File: src/rtl/hbrp_pkg.sv
package hbrp_pkg;

  // Field widths of the header and result channels.
  localparam int VAL_W    = 63;
  localparam int NUM_W    = 63;
  localparam int CHAR_W   = 8;
  localparam int COUNT_W  = 8;
  localparam int KIND_W   = 2;

  // Configuration port.
  localparam int CFG_W     = 63;
  localparam int CFG_IDX_W = 2;

  localparam logic [CFG_IDX_W-1:0] CFG_RES_LEN     = CFG_IDX_W'(0);
  localparam logic [CFG_IDX_W-1:0] CFG_RANGE_LIMIT = CFG_IDX_W'(1);

  localparam logic [COUNT_W-1:0] RANGE_LIMIT_RST = COUNT_W'(16);

  // Result kinds.
  localparam logic [KIND_W-1:0] KIND_RANGE  = KIND_W'(0);
  localparam logic [KIND_W-1:0] KIND_OK     = KIND_W'(1);
  localparam logic [KIND_W-1:0] KIND_SYNTAX = KIND_W'(2);
  localparam logic [KIND_W-1:0] KIND_UNSAT  = KIND_W'(3);

  // Characters.
  localparam logic [CHAR_W-1:0] CH_NUL   = 8'h00;
  localparam logic [CHAR_W-1:0] CH_TAB   = 8'h09;
  localparam logic [CHAR_W-1:0] CH_SPACE = 8'h20;
  localparam logic [CHAR_W-1:0] CH_COMMA = 8'h2C;
  localparam logic [CHAR_W-1:0] CH_DASH  = 8'h2D;
  localparam logic [CHAR_W-1:0] CH_ZERO  = 8'h30;
  localparam logic [CHAR_W-1:0] CH_NINE  = 8'h39;
  localparam logic [CHAR_W-1:0] CH_UP_A  = 8'h41;
  localparam logic [CHAR_W-1:0] CH_UP_Z  = 8'h5A;
  localparam logic [CHAR_W-1:0] CH_CASE  = 8'h20;

  localparam int PREFIX_LEN = 6;
  localparam int POS_W      = 3;

  // Result queue.
  localparam int OUT_DEPTH = 4;
  localparam int OUT_AW    = 2;
  localparam int OUT_CW    = 3;

  typedef struct packed {
    logic [KIND_W-1:0]  kind;
    logic [VAL_W-1:0]   range_start;
    logic [VAL_W-1:0]   range_stop;
    logic [COUNT_W-1:0] range_number;
    logic               run_last;
  } result_t;

  // Expected text of the lower-cased prefix "bytes=".
  function automatic logic [CHAR_W-1:0] prefix_char(input logic [POS_W-1:0] pos);
    logic [CHAR_W-1:0] c;
    case (pos)
      3'd0:    c = 8'h62;
      3'd1:    c = 8'h79;
      3'd2:    c = 8'h74;
      3'd3:    c = 8'h65;
      3'd4:    c = 8'h73;
      3'd5:    c = 8'h3D;
      default: c = CH_NUL;
    endcase
    return c;
  endfunction

endpackage

File: src/rtl/hbrp_if.sv
interface hbrp_hdr_if;
  logic                        valid;
  logic                        ready;
  logic [hbrp_pkg::CHAR_W-1:0] ch;
  logic                        final_char;

  modport source (output valid, output ch, output final_char, input ready);
  modport sink   (input valid, input ch, input final_char, output ready);
endinterface

interface hbrp_res_if;
  logic                         valid;
  logic                         ready;
  logic [hbrp_pkg::KIND_W-1:0]  kind;
  logic [hbrp_pkg::VAL_W-1:0]   range_start;
  logic [hbrp_pkg::VAL_W-1:0]   range_stop;
  logic [hbrp_pkg::COUNT_W-1:0] range_number;
  logic                         run_last;

  modport source (output valid, output kind, output range_start, output range_stop,
                  output range_number, output run_last, input ready);
  modport sink   (input valid, input kind, input range_start, input range_stop,
                  input range_number, input run_last, output ready);
endinterface

File: src/rtl/http_byte_range_parser.sv
// Byte-range header parser.
// Header characters arrive on the hdr channel, one per transfer, with
// final_char set on the last character of a header. Parsed results leave on
// the res channel: a range (kind 0) as soon as its spec closes, and one
// status (ok, syntax error, none satisfiable) with run_last set after the
// last character. A character yields at most two results.
// The resource length and range_limit are written through
// cfg_we/cfg_index/cfg_data; the user must write them only while the block is
// idle, which the block itself does not enforce. Other indexes are ignored. A
// character is registered at its transfer and parsed in the next cycle; its
// results are then written to the result queue. The block takes one character
// per cycle while hdr.ready is high; the limit is the four-entry result queue,
// which must have room for two results beyond the character in work. When the
// receiver stalls, the queue fills and hdr.ready drops; no result is lost.
// Reset (rst, synchronous) empties the queue, clears the parse state to the
// start of a header, and sets the resource length to 0 and range_limit to 16.
module http_byte_range_parser (
  input  logic                           clk,
  input  logic                           rst,
  input  logic                           cfg_we,
  input  logic [hbrp_pkg::CFG_IDX_W-1:0] cfg_index,
  input  logic [hbrp_pkg::CFG_W-1:0]     cfg_data,
  hbrp_hdr_if.sink                       hdr,
  hbrp_res_if.source                     res
);
  import hbrp_pkg::*;

  typedef enum logic [2:0] {
    PH_PREFIX, PH_SPEC, PH_SUF0, PH_SUF, PH_FIRST, PH_DASHWS, PH_SECOND, PH_TAIL
  } ph_t;

  typedef struct packed {
    logic             fail;
    logic             closed;
    logic             emit;
    logic [VAL_W-1:0] s;
    logic [VAL_W-1:0] e;
  } close_t;

  typedef struct packed {
    logic             ovf;
    logic [VAL_W-1:0] val;
  } acc_t;

  // Decimal accumulate v*10+d with the overflow check against 2^NUM_W-1.
  function automatic acc_t accum(input logic [VAL_W-1:0] v, input logic [3:0] d);
    logic [VAL_W+3:0] sum;
    acc_t r;
    sum = {1'b0, v, 3'b000} + {3'b000, v, 1'b0} + {{VAL_W{1'b0}}, d};
    r.ovf = |sum[VAL_W+3:NUM_W];
    r.val = sum[VAL_W-1:0];
    return r;
  endfunction

  // Closing a spec from the given phase; also covers a header ending there.
  function automatic close_t close_spec(input ph_t ph, input logic [VAL_W-1:0] fv,
                                        input logic [VAL_W-1:0] sv,
                                        input logic [VAL_W-1:0] fs);
    logic [VAL_W-1:0] fs_m1;
    logic [VAL_W-1:0] suf;
    logic [VAL_W-1:0] e2;
    close_t r;
    r     = '0;
    fs_m1 = fs - VAL_W'(1);
    suf   = (fv > fs) ? fs : fv;
    e2    = (sv >= fs) ? fs_m1 : sv;
    case (ph)
      PH_PREFIX, PH_SUF0, PH_FIRST: r.fail = 1'b1;
      PH_SUF: begin
        if (fv == '0) begin
          r.fail = 1'b1;
        end else begin
          r.closed = 1'b1;
          r.s      = fs - suf;
          r.e      = fs_m1;
          r.emit   = (fs != '0);
        end
      end
      PH_SECOND: begin
        r.closed = 1'b1;
        r.s      = fv;
        r.e      = e2;
        r.emit   = (fv < fs) && (fv <= e2);
      end
      PH_DASHWS: begin
        r.closed = 1'b1;
        r.s      = fv;
        r.e      = fs_m1;
        r.emit   = (fv < fs);
      end
      default: r.fail = 1'b0;
    endcase
    return r;
  endfunction

  // Configuration.
  logic [VAL_W-1:0]   resource_len;
  logic [COUNT_W-1:0] range_limit;

  // Input register.
  logic              item_valid;
  logic [CHAR_W-1:0] item_ch;
  logic              item_final;

  // Parse state.
  ph_t                phase, phase_next;
  logic [POS_W-1:0]   prefix_pos, pos_next;
  logic [VAL_W-1:0]   first_value, first_next;
  logic [VAL_W-1:0]   second_value, second_next;
  logic [COUNT_W-1:0] ranges_kept, kept_next;
  logic               error_seen, err_next;
  logic               stopped, stop_next;

  // State after the character itself, before the end of the header.
  ph_t                s1_phase;
  logic [POS_W-1:0]   s1_pos;
  logic [VAL_W-1:0]   s1_first;
  logic [VAL_W-1:0]   s1_second;
  logic [COUNT_W-1:0] s1_kept;
  logic               s1_err;
  logic               s1_stop;
  logic               s1_nul;
  logic               s1_rng;
  logic [VAL_W-1:0]   s1_rng_s;
  logic [VAL_W-1:0]   s1_rng_e;
  logic [COUNT_W-1:0] s1_rng_n;

  logic               rng_valid;
  logic [VAL_W-1:0]   rng_start;
  logic [VAL_W-1:0]   rng_stop;
  logic [COUNT_W-1:0] rng_num;
  logic               stat_valid;
  logic [KIND_W-1:0]  stat_kind;
  logic [COUNT_W-1:0] stat_num;

  logic [CHAR_W-1:0]  lower_ch;
  logic               is_digit;
  logic               is_ws;
  acc_t               acc_first;
  acc_t               acc_second;
  close_t             cl_feed;
  close_t             cl_end;
  logic               end_req;

  // Result queue.
  result_t            queue [OUT_DEPTH];
  logic [OUT_AW-1:0]  wr_ptr;
  logic [OUT_AW-1:0]  rd_ptr;
  logic [OUT_CW-1:0]  count;
  logic               pop;
  result_t            push0;
  result_t            push1;
  logic [1:0]         push_n;

  assign lower_ch   = (item_ch >= CH_UP_A && item_ch <= CH_UP_Z) ? (item_ch + CH_CASE)
                                                                  : item_ch;
  assign is_digit   = (item_ch >= CH_ZERO) && (item_ch <= CH_NINE);
  assign is_ws      = (item_ch == CH_SPACE) || (item_ch == CH_TAB);
  assign acc_first  = accum(first_value, item_ch[3:0]);
  assign acc_second = accum(second_value, item_ch[3:0]);
  assign cl_feed    = close_spec(phase, first_value, second_value, resource_len);

  // Effect of the character on the parse.
  always_comb begin
    s1_phase  = phase;
    s1_pos    = prefix_pos;
    s1_first  = first_value;
    s1_second = second_value;
    s1_kept   = ranges_kept;
    s1_err    = error_seen;
    s1_stop   = stopped;
    s1_nul    = 1'b0;
    s1_rng    = 1'b0;
    s1_rng_s  = '0;
    s1_rng_e  = '0;
    s1_rng_n  = '0;
    if (item_valid && !stopped) begin
      if (item_ch == CH_NUL) begin
        s1_nul = 1'b1;
      end else begin
        case (phase)
          PH_PREFIX: begin
            if (prefix_pos >= POS_W'(PREFIX_LEN) || lower_ch != prefix_char(prefix_pos)) begin
              s1_err  = 1'b1;
              s1_stop = 1'b1;
            end else begin
              s1_pos = prefix_pos + POS_W'(1);
              if (s1_pos == POS_W'(PREFIX_LEN)) begin
                s1_phase = PH_SPEC;
              end
            end
          end
          PH_SPEC: begin
            if (!is_ws) begin
              s1_first  = '0;
              s1_second = '0;
              if (item_ch == CH_DASH) begin
                s1_phase = PH_SUF0;
              end else if (is_digit) begin
                s1_phase = PH_FIRST;
                s1_first = {{(VAL_W-4){1'b0}}, item_ch[3:0]};
              end else begin
                s1_err  = 1'b1;
                s1_stop = 1'b1;
              end
            end
          end
          PH_SUF0, PH_SUF, PH_FIRST, PH_DASHWS, PH_SECOND: begin
            if (is_digit) begin
              if (phase == PH_SUF0) begin
                s1_phase = PH_SUF;
              end else if (phase == PH_DASHWS) begin
                s1_phase = PH_SECOND;
              end
              if (phase == PH_DASHWS || phase == PH_SECOND) begin
                if (acc_second.ovf) begin
                  s1_err  = 1'b1;
                  s1_stop = 1'b1;
                end else begin
                  s1_second = acc_second.val;
                end
              end else if (acc_first.ovf) begin
                s1_err  = 1'b1;
                s1_stop = 1'b1;
              end else begin
                s1_first = acc_first.val;
              end
            end else if (phase == PH_FIRST && item_ch == CH_DASH) begin
              s1_phase = PH_DASHWS;
            end else if (phase == PH_DASHWS && is_ws) begin
              s1_phase = PH_DASHWS;
            end else if (phase == PH_SUF0 || phase == PH_FIRST) begin
              s1_err  = 1'b1;
              s1_stop = 1'b1;
            end else begin
              // The spec closes here; the same character is then checked as
              // text that follows a spec.
              s1_phase = PH_TAIL;
              if (cl_feed.fail) begin
                s1_err  = 1'b1;
                s1_stop = 1'b1;
              end else if (cl_feed.emit) begin
                s1_rng   = 1'b1;
                s1_rng_s = cl_feed.s;
                s1_rng_e = cl_feed.e;
                s1_rng_n = ranges_kept;
                s1_kept  = ranges_kept + COUNT_W'(1);
                if (s1_kept >= range_limit) begin
                  s1_stop = 1'b1;
                end
              end
              if (!s1_stop) begin
                if (item_ch == CH_COMMA) begin
                  s1_phase = PH_SPEC;
                end else if (!is_ws) begin
                  s1_stop = 1'b1;
                end
              end
            end
          end
          PH_TAIL: begin
            if (item_ch == CH_COMMA) begin
              s1_phase = PH_SPEC;
            end else if (!is_ws) begin
              s1_stop = 1'b1;
            end
          end
          default: s1_stop = stopped;
        endcase
      end
    end
  end

  assign cl_end  = close_spec(s1_phase, s1_first, s1_second, resource_len);
  assign end_req = item_valid && (s1_nul || (item_final && !s1_stop));

  // End of the header text, the status, and the start of the next header.
  always_comb begin
    phase_next  = s1_phase;
    pos_next    = s1_pos;
    first_next  = s1_first;
    second_next = s1_second;
    kept_next   = s1_kept;
    err_next    = s1_err;
    stop_next   = s1_stop;
    rng_valid   = s1_rng;
    rng_start   = s1_rng_s;
    rng_stop    = s1_rng_e;
    rng_num     = s1_rng_n;
    stat_valid  = 1'b0;
    stat_kind   = KIND_OK;
    stat_num    = '0;
    if (end_req) begin
      stop_next = 1'b1;
      if (cl_end.fail) begin
        err_next = 1'b1;
      end else if (cl_end.closed) begin
        phase_next = PH_TAIL;
        if (cl_end.emit) begin
          rng_valid = 1'b1;
          rng_start = cl_end.s;
          rng_stop  = cl_end.e;
          rng_num   = s1_kept;
          kept_next = s1_kept + COUNT_W'(1);
        end
      end
    end
    if (item_valid && item_final) begin
      stat_valid = 1'b1;
      stat_num   = kept_next;
      if (err_next) begin
        stat_kind = KIND_SYNTAX;
      end else if (kept_next == '0) begin
        stat_kind = KIND_UNSAT;
      end else begin
        stat_kind = KIND_OK;
      end
      phase_next  = PH_PREFIX;
      pos_next    = '0;
      first_next  = '0;
      second_next = '0;
      kept_next   = '0;
      err_next    = 1'b0;
      stop_next   = 1'b0;
    end
  end

  // Results of one character in order: the range first, then the status.
  always_comb begin
    result_t rng_res;
    result_t stat_res;
    rng_res.kind          = KIND_RANGE;
    rng_res.range_start   = rng_start;
    rng_res.range_stop    = rng_stop;
    rng_res.range_number  = rng_num;
    rng_res.run_last      = 1'b0;
    stat_res.kind         = stat_kind;
    stat_res.range_start  = '0;
    stat_res.range_stop   = '0;
    stat_res.range_number = stat_num;
    stat_res.run_last     = 1'b1;
    push0  = rng_valid ? rng_res : stat_res;
    push1  = stat_res;
    push_n = {1'b0, rng_valid} + {1'b0, stat_valid};
  end

  // Room for two more results beyond the character now being parsed.
  assign hdr.ready = (count + {1'b0, item_valid, 1'b0}) <= OUT_CW'(OUT_DEPTH - 2);
  assign pop       = res.valid && res.ready;

  always_ff @(posedge clk) begin
    if (rst) begin
      resource_len <= '0;
      range_limit  <= RANGE_LIMIT_RST;
      item_valid   <= 1'b0;
      phase        <= PH_PREFIX;
      prefix_pos   <= '0;
      first_value  <= '0;
      second_value <= '0;
      ranges_kept  <= '0;
      error_seen   <= 1'b0;
      stopped      <= 1'b0;
      wr_ptr       <= '0;
      rd_ptr       <= '0;
      count        <= '0;
    end else begin
      if (cfg_we) begin
        case (cfg_index)
          CFG_RES_LEN:     resource_len <= cfg_data[VAL_W-1:0];
          CFG_RANGE_LIMIT: range_limit  <= cfg_data[COUNT_W-1:0];
          default:         range_limit  <= range_limit;
        endcase
      end
      item_valid   <= hdr.valid && hdr.ready;
      phase        <= phase_next;
      prefix_pos   <= pos_next;
      first_value  <= first_next;
      second_value <= second_next;
      ranges_kept  <= kept_next;
      error_seen   <= err_next;
      stopped      <= stop_next;
      wr_ptr       <= wr_ptr + OUT_AW'(push_n);
      rd_ptr       <= rd_ptr + OUT_AW'(pop);
      count        <= count + OUT_CW'(push_n) - OUT_CW'(pop);
    end
  end

  always_ff @(posedge clk) begin
    if (hdr.valid && hdr.ready) begin
      item_ch    <= hdr.ch;
      item_final <= hdr.final_char;
    end
    if (push_n != 2'd0) begin
      queue[wr_ptr] <= push0;
    end
    if (push_n == 2'd2) begin
      queue[wr_ptr + OUT_AW'(1)] <= push1;
    end
  end

  assign res.valid        = (count != '0);
  assign res.kind         = queue[rd_ptr].kind;
  assign res.range_start  = queue[rd_ptr].range_start;
  assign res.range_stop   = queue[rd_ptr].range_stop;
  assign res.range_number = queue[rd_ptr].range_number;
  assign res.run_last     = queue[rd_ptr].run_last;

endmodule
File: src/flat_wrapper.sv
// flat-port wrapper written by rule: the top's interface ports become plain ports
module http_byte_range_parser_flat import hbrp_pkg::*;
  (clk, rst, cfg_we, cfg_index, cfg_data, hdr_valid, hdr_ch, hdr_final_char, hdr_ready, res_valid, res_kind, res_range_start, res_range_stop, res_range_number, res_run_last, res_ready);
  hbrp_hdr_if hdr_i ();
  hbrp_res_if res_i ();
  input  logic clk;
  input  logic rst;
  input  logic cfg_we;
  input  logic [hbrp_pkg::CFG_IDX_W-1:0] cfg_index;
  input  logic [hbrp_pkg::CFG_W-1:0] cfg_data;
  input wire logic [$bits(hdr_i.valid)-1:0] hdr_valid;
  input wire logic [$bits(hdr_i.ch)-1:0] hdr_ch;
  input wire logic [$bits(hdr_i.final_char)-1:0] hdr_final_char;
  output wire logic [$bits(hdr_i.ready)-1:0] hdr_ready;
  output wire logic [$bits(res_i.valid)-1:0] res_valid;
  output wire logic [$bits(res_i.kind)-1:0] res_kind;
  output wire logic [$bits(res_i.range_start)-1:0] res_range_start;
  output wire logic [$bits(res_i.range_stop)-1:0] res_range_stop;
  output wire logic [$bits(res_i.range_number)-1:0] res_range_number;
  output wire logic [$bits(res_i.run_last)-1:0] res_run_last;
  input wire logic [$bits(res_i.ready)-1:0] res_ready;
  assign hdr_i.valid = hdr_valid;
  assign hdr_i.ch = hdr_ch;
  assign hdr_i.final_char = hdr_final_char;
  assign hdr_ready = hdr_i.ready;
  assign res_valid = res_i.valid;
  assign res_kind = res_i.kind;
  assign res_range_start = res_i.range_start;
  assign res_range_stop = res_i.range_stop;
  assign res_range_number = res_i.range_number;
  assign res_run_last = res_i.run_last;
  assign res_i.ready = res_ready;
  http_byte_range_parser u_core (.clk(clk), .rst(rst), .cfg_we(cfg_we), .cfg_index(cfg_index), .cfg_data(cfg_data), .hdr(hdr_i), .res(res_i));
endmodule
File: config.mk
export PLATFORM = sky130hd
export DESIGN_NAME = http_byte_range_parser_flat
export DESIGN_NICKNAME = d
export VERILOG_FILES = /design/src/rtl/hbrp_pkg.sv /design/src/rtl/hbrp_if.sv /design/src/rtl/http_byte_range_parser.sv /design/src/flat_wrapper.sv
export SDC_FILE = /design/constraint.sdc
export NUM_CORES = 2
export LEC_CHECK = 0
export BUFFER_PORTS_ARGS = -buffer_cell sky130_fd_sc_hd__buf_2
export CAP_MARGIN = 0
export CORE_AREA = 2 2 331 333
export DETAILED_ROUTE_END_ITERATION = 7
export DIE_AREA = 0 0 333 335
export PLACE_DENSITY = 0.81
export SYNTH_ARGS = -nofsm -noshare
export SYNTH_HDL_FRONTEND = slang
export SYNTH_SLANG_ARGS = --single-unit
File: constraint.sdc
create_clock -name clk -period 13.9 [get_ports clk]
set_input_delay 2.78 -clock clk [delete_from_list [all_inputs] [get_ports clk]]
set_output_delay 2.78 -clock clk [all_outputs]
set_load 0.02 [all_outputs]
==> results.ini <==
[sta]
fmax_ghz=0.0744
worstMarginPinSlew_ps=1480
min_period_over_period_pct=96.6
hold_viol_final=0
finalMaxSlewViolations=0
fin_setup_tns_ps=0
fin_hold_ws_ps=457
fin_crit_ps=13430
clock_skew_ps=44.1
slew_headroom_pct=1.19
setup_viol=0

[routing]
vias=65700
wirelength_um=282000
drcViolationCount=1
drt_iter0_markers=8648
avgRoutedWirePerCell_um=30.4
ant_nets=0
vias_per_cell=7.08
dr.pass1.iters=8

[yosys]
avgSynthCellArea_um2=8.52
synth-simple-area-share_pct=14.2
yosysSeqAreaShare_pct=25.8
synth_compound_area_share_pct=27.1
ys_types=93
synth_top_area_share_pct=23.5
synthAdderAreaFrac_pct=15.9
ys_warn_count=0
syn-cell-area_um2=62200
synth_top_family_by_area=compound AO/OA/AOI/OAI gates
yosysTopAreaCell=dfxtp_1
yosysMostFrequentCell=ha_1
postSynthCellCount=7298
synth_nets=8164
ys_seq_elements=778
synth_common_cells=ha_1 (780), dfxtp_1 (729), nand2_1 (636)
synth.area.top_cells=dfxtp_1 (23%), ha_1 (16%), mux4_2 (5.0%), a21oi_1 (4.7%), nand2_1 (3.8%)
synth-edff-count=49
async_reset_ff_share_pct=0
synthMuxAreaShare_pct=8.34
synth_ff_type=dfxtp_1
yosys.area_share.xor_xnor_pct=4.38

[global_route]
grt_util_all_layers_pct=48.7
grt_pass1_vias=61800
top_usage_layer=met2
use_met1_pct=58.6
grt_max_degree=71
antenna_found_initial=16
grt_pass1_wl_um=406000
grt_use_met3_pct=15.0
use_met2_pct=71.8
grt-ovfl-total=0

[setup_path]
r2r_cells=56
worstSetupStartpointType=register
path_max_fanout=36
path_common_cell=buf_4
cp.depth=56
cp_top_family=compound AO/OA/AOI/OAI gates
crit_slowest_cell=edfxtp_1
cp-end-kind=register
ff2ff_setup_slack_ps=470
cp_num_buf_inv=13
worstSetupPathType=reg2reg
crit_arrival_ps=14010
max_stage_delay_ps=590
r2r-end=u_core.queue[3][134]
critPathRequiredTime_ps=14470
r2r_start=u_core.item_ch[1]

[power]
ir_drop_mv=0.143
p_switching_mw=2.41
seqPwrFrac_pct=36.1
p_sw_share_pct=34.1
p_int_mw=4.65
p_leak_nw=31.2
powerDensity_nw_per_um2=98.3
total_power_mw=7.06
p_comb_share_pct=28.2
pwr-share-clk_pct=35.7

[flow_run]
max-cap-violations=0

[place]
gp_congestion=1.13
placed_cells=9103
dp_hpwl_um=220000
dpl_cell_area_um2=68600
numPortBuffers=217

[die]
die_y_um=335
io_pins=218
num_rows=121
initial_core_util_pct=57.5
die_area_um2=112000
core_area_um2=108000
fp.dieW_um=333

[clocking]
cts_htree_levels=3
postCtsHoldBufs=0
root_buffer=clkbuf_16
cts_tree=built
clock_latency_ps=730
numCtsBuffers=86
cts_sinks=778
cts_buffer_depth=3
clkSlewWorstSetupHoldPaths_ps=70

[worst_hold_path]
hp-start=u_core.queue[1][0]
worstHoldPathCells=2
min_to=u_core.queue[1][0]
hp-class=reg2reg

[cells_and_area]
final_nets=8646
fillerInstances=8970
drive_above_1_share_pct=15.9
instances_no_fill=9276
design_area_um2=71800
area_growth_pct=15.5

[outcome]
violations=design-rule violations
outcome=finished, violations left

## worst reg2reg max path: cells and delay by family, from the launching register on
kind | cells | cell delay [ps]
compound gates | 27 | 6340
flops | 1 | 590
fa+ha+maj | 5 | 1180
simple gates | 9 | 1840
mux | 2 | 340
buf+inv | 13 | 3020
## power by group through the flow
stage	Sequential (mW)	Clock, mW	Combinational, mW
4_1_cts	2.54	2.51	1.93
5_1_grt	2.56	2.60	2.10
3_3_place_gp	2.58	0	1.89
6_report	2.55	2.52	1.99
3_5_place_dp	2.59	0	1.92
2_1_floorplan	2.52	0	1.34
## cell usage in the layout (no fill, tap or decap), drive strengths merged, types with 134 or more instances in the layout
cell and instances:
buf 813, ha 780, dfxtp 729, nand2 636
a21oi 590, o21ai 470, nor2 361, a22oi 280
inv 269, a21o 232, a22o 222, xnor2 215
a31oi 192, mux2i 139, mux4 137, nand3 134
## state kept, by name (all words and copies together) (netlist names)
register and flops:
u_core.count 3, u_core.error_seen 1, u_core.first_value 63, u_core.item_ch 8, u_core.item_final 1, u_core.item_valid 1, u_core.phase 3, u_core.prefix_pos 3
u_core.queue 548, u_core.range_limit 8, u_core.ranges_kept 8, u_core.rd_ptr 2, u_core.resource_len 63, u_core.second_value 63, u_core.stopped 1, u_core.wr_ptr 2
## worst max path at each step
stage / startpoint / endpoint / slack [ps]
after floorplan: u_core.item_ch[3] / u_core.queue[2][135] / 710
after global placement: u_core.first_value[2] / u_core.queue[0][134] / 760
after detailed placement: u_core.second_value[2] / u_core.queue[1][22] / 570
after CTS: u_core.second_value[2] / u_core.queue[3][130] / 450
after global routing: u_core.second_value[0] / u_core.queue[2][51] / -20
final: u_core.item_ch[1] / u_core.queue[3][134] / 470
## routing by layer
| layer | up-vias | part of all wire [%] |
|---|---|---|
| li1 | 28700 | - |
| met1 | 31100 | 36 |
| met2 | 4627 | 41 |
| met3 | 1278 | 13 |
| met4 | 14 | 9.7 |
| met5 | - | 0.048 |
## kinds of logic after synthesis
logic type | count (synthesis)
flops | 778
simple gates | 1835
xor+xnor | 311
compound gates | 2568
mux | 339
buf+inv | 680
fa+ha+maj | 787
## area by class of cell
class	instances	area, um2	share of cell area [%]
antenna	8	20.0	0.0279
clock buffer	104	2350	3.27
clock inverter	58	734	1.02
inverter	261	983	1.37
multi-input combinational	5840	43700	60.9
sequential	778	16100	22.4
tap	1414	1770	2.46
timing repair buffer	813	6130	8.54
## metrics by stage
stage / util [%] / worst slack, ps
4_1_cts: 66.3 / 455
3_3_place_gp: 63.5 / 758
6_report: 66.4 / 466
3_5_place_dp: 63.5 / 567
5_1_grt: 66.4 / -23.8
2_1_floorplan: - / 710
## repair_timing
item	CTS	global route
endpoints found under the setup margin	0	592
setup buffers	0	3
hold endpoints to repair	0	0
gates resized for setup	0	16
(Power assumes the default switching activity.)
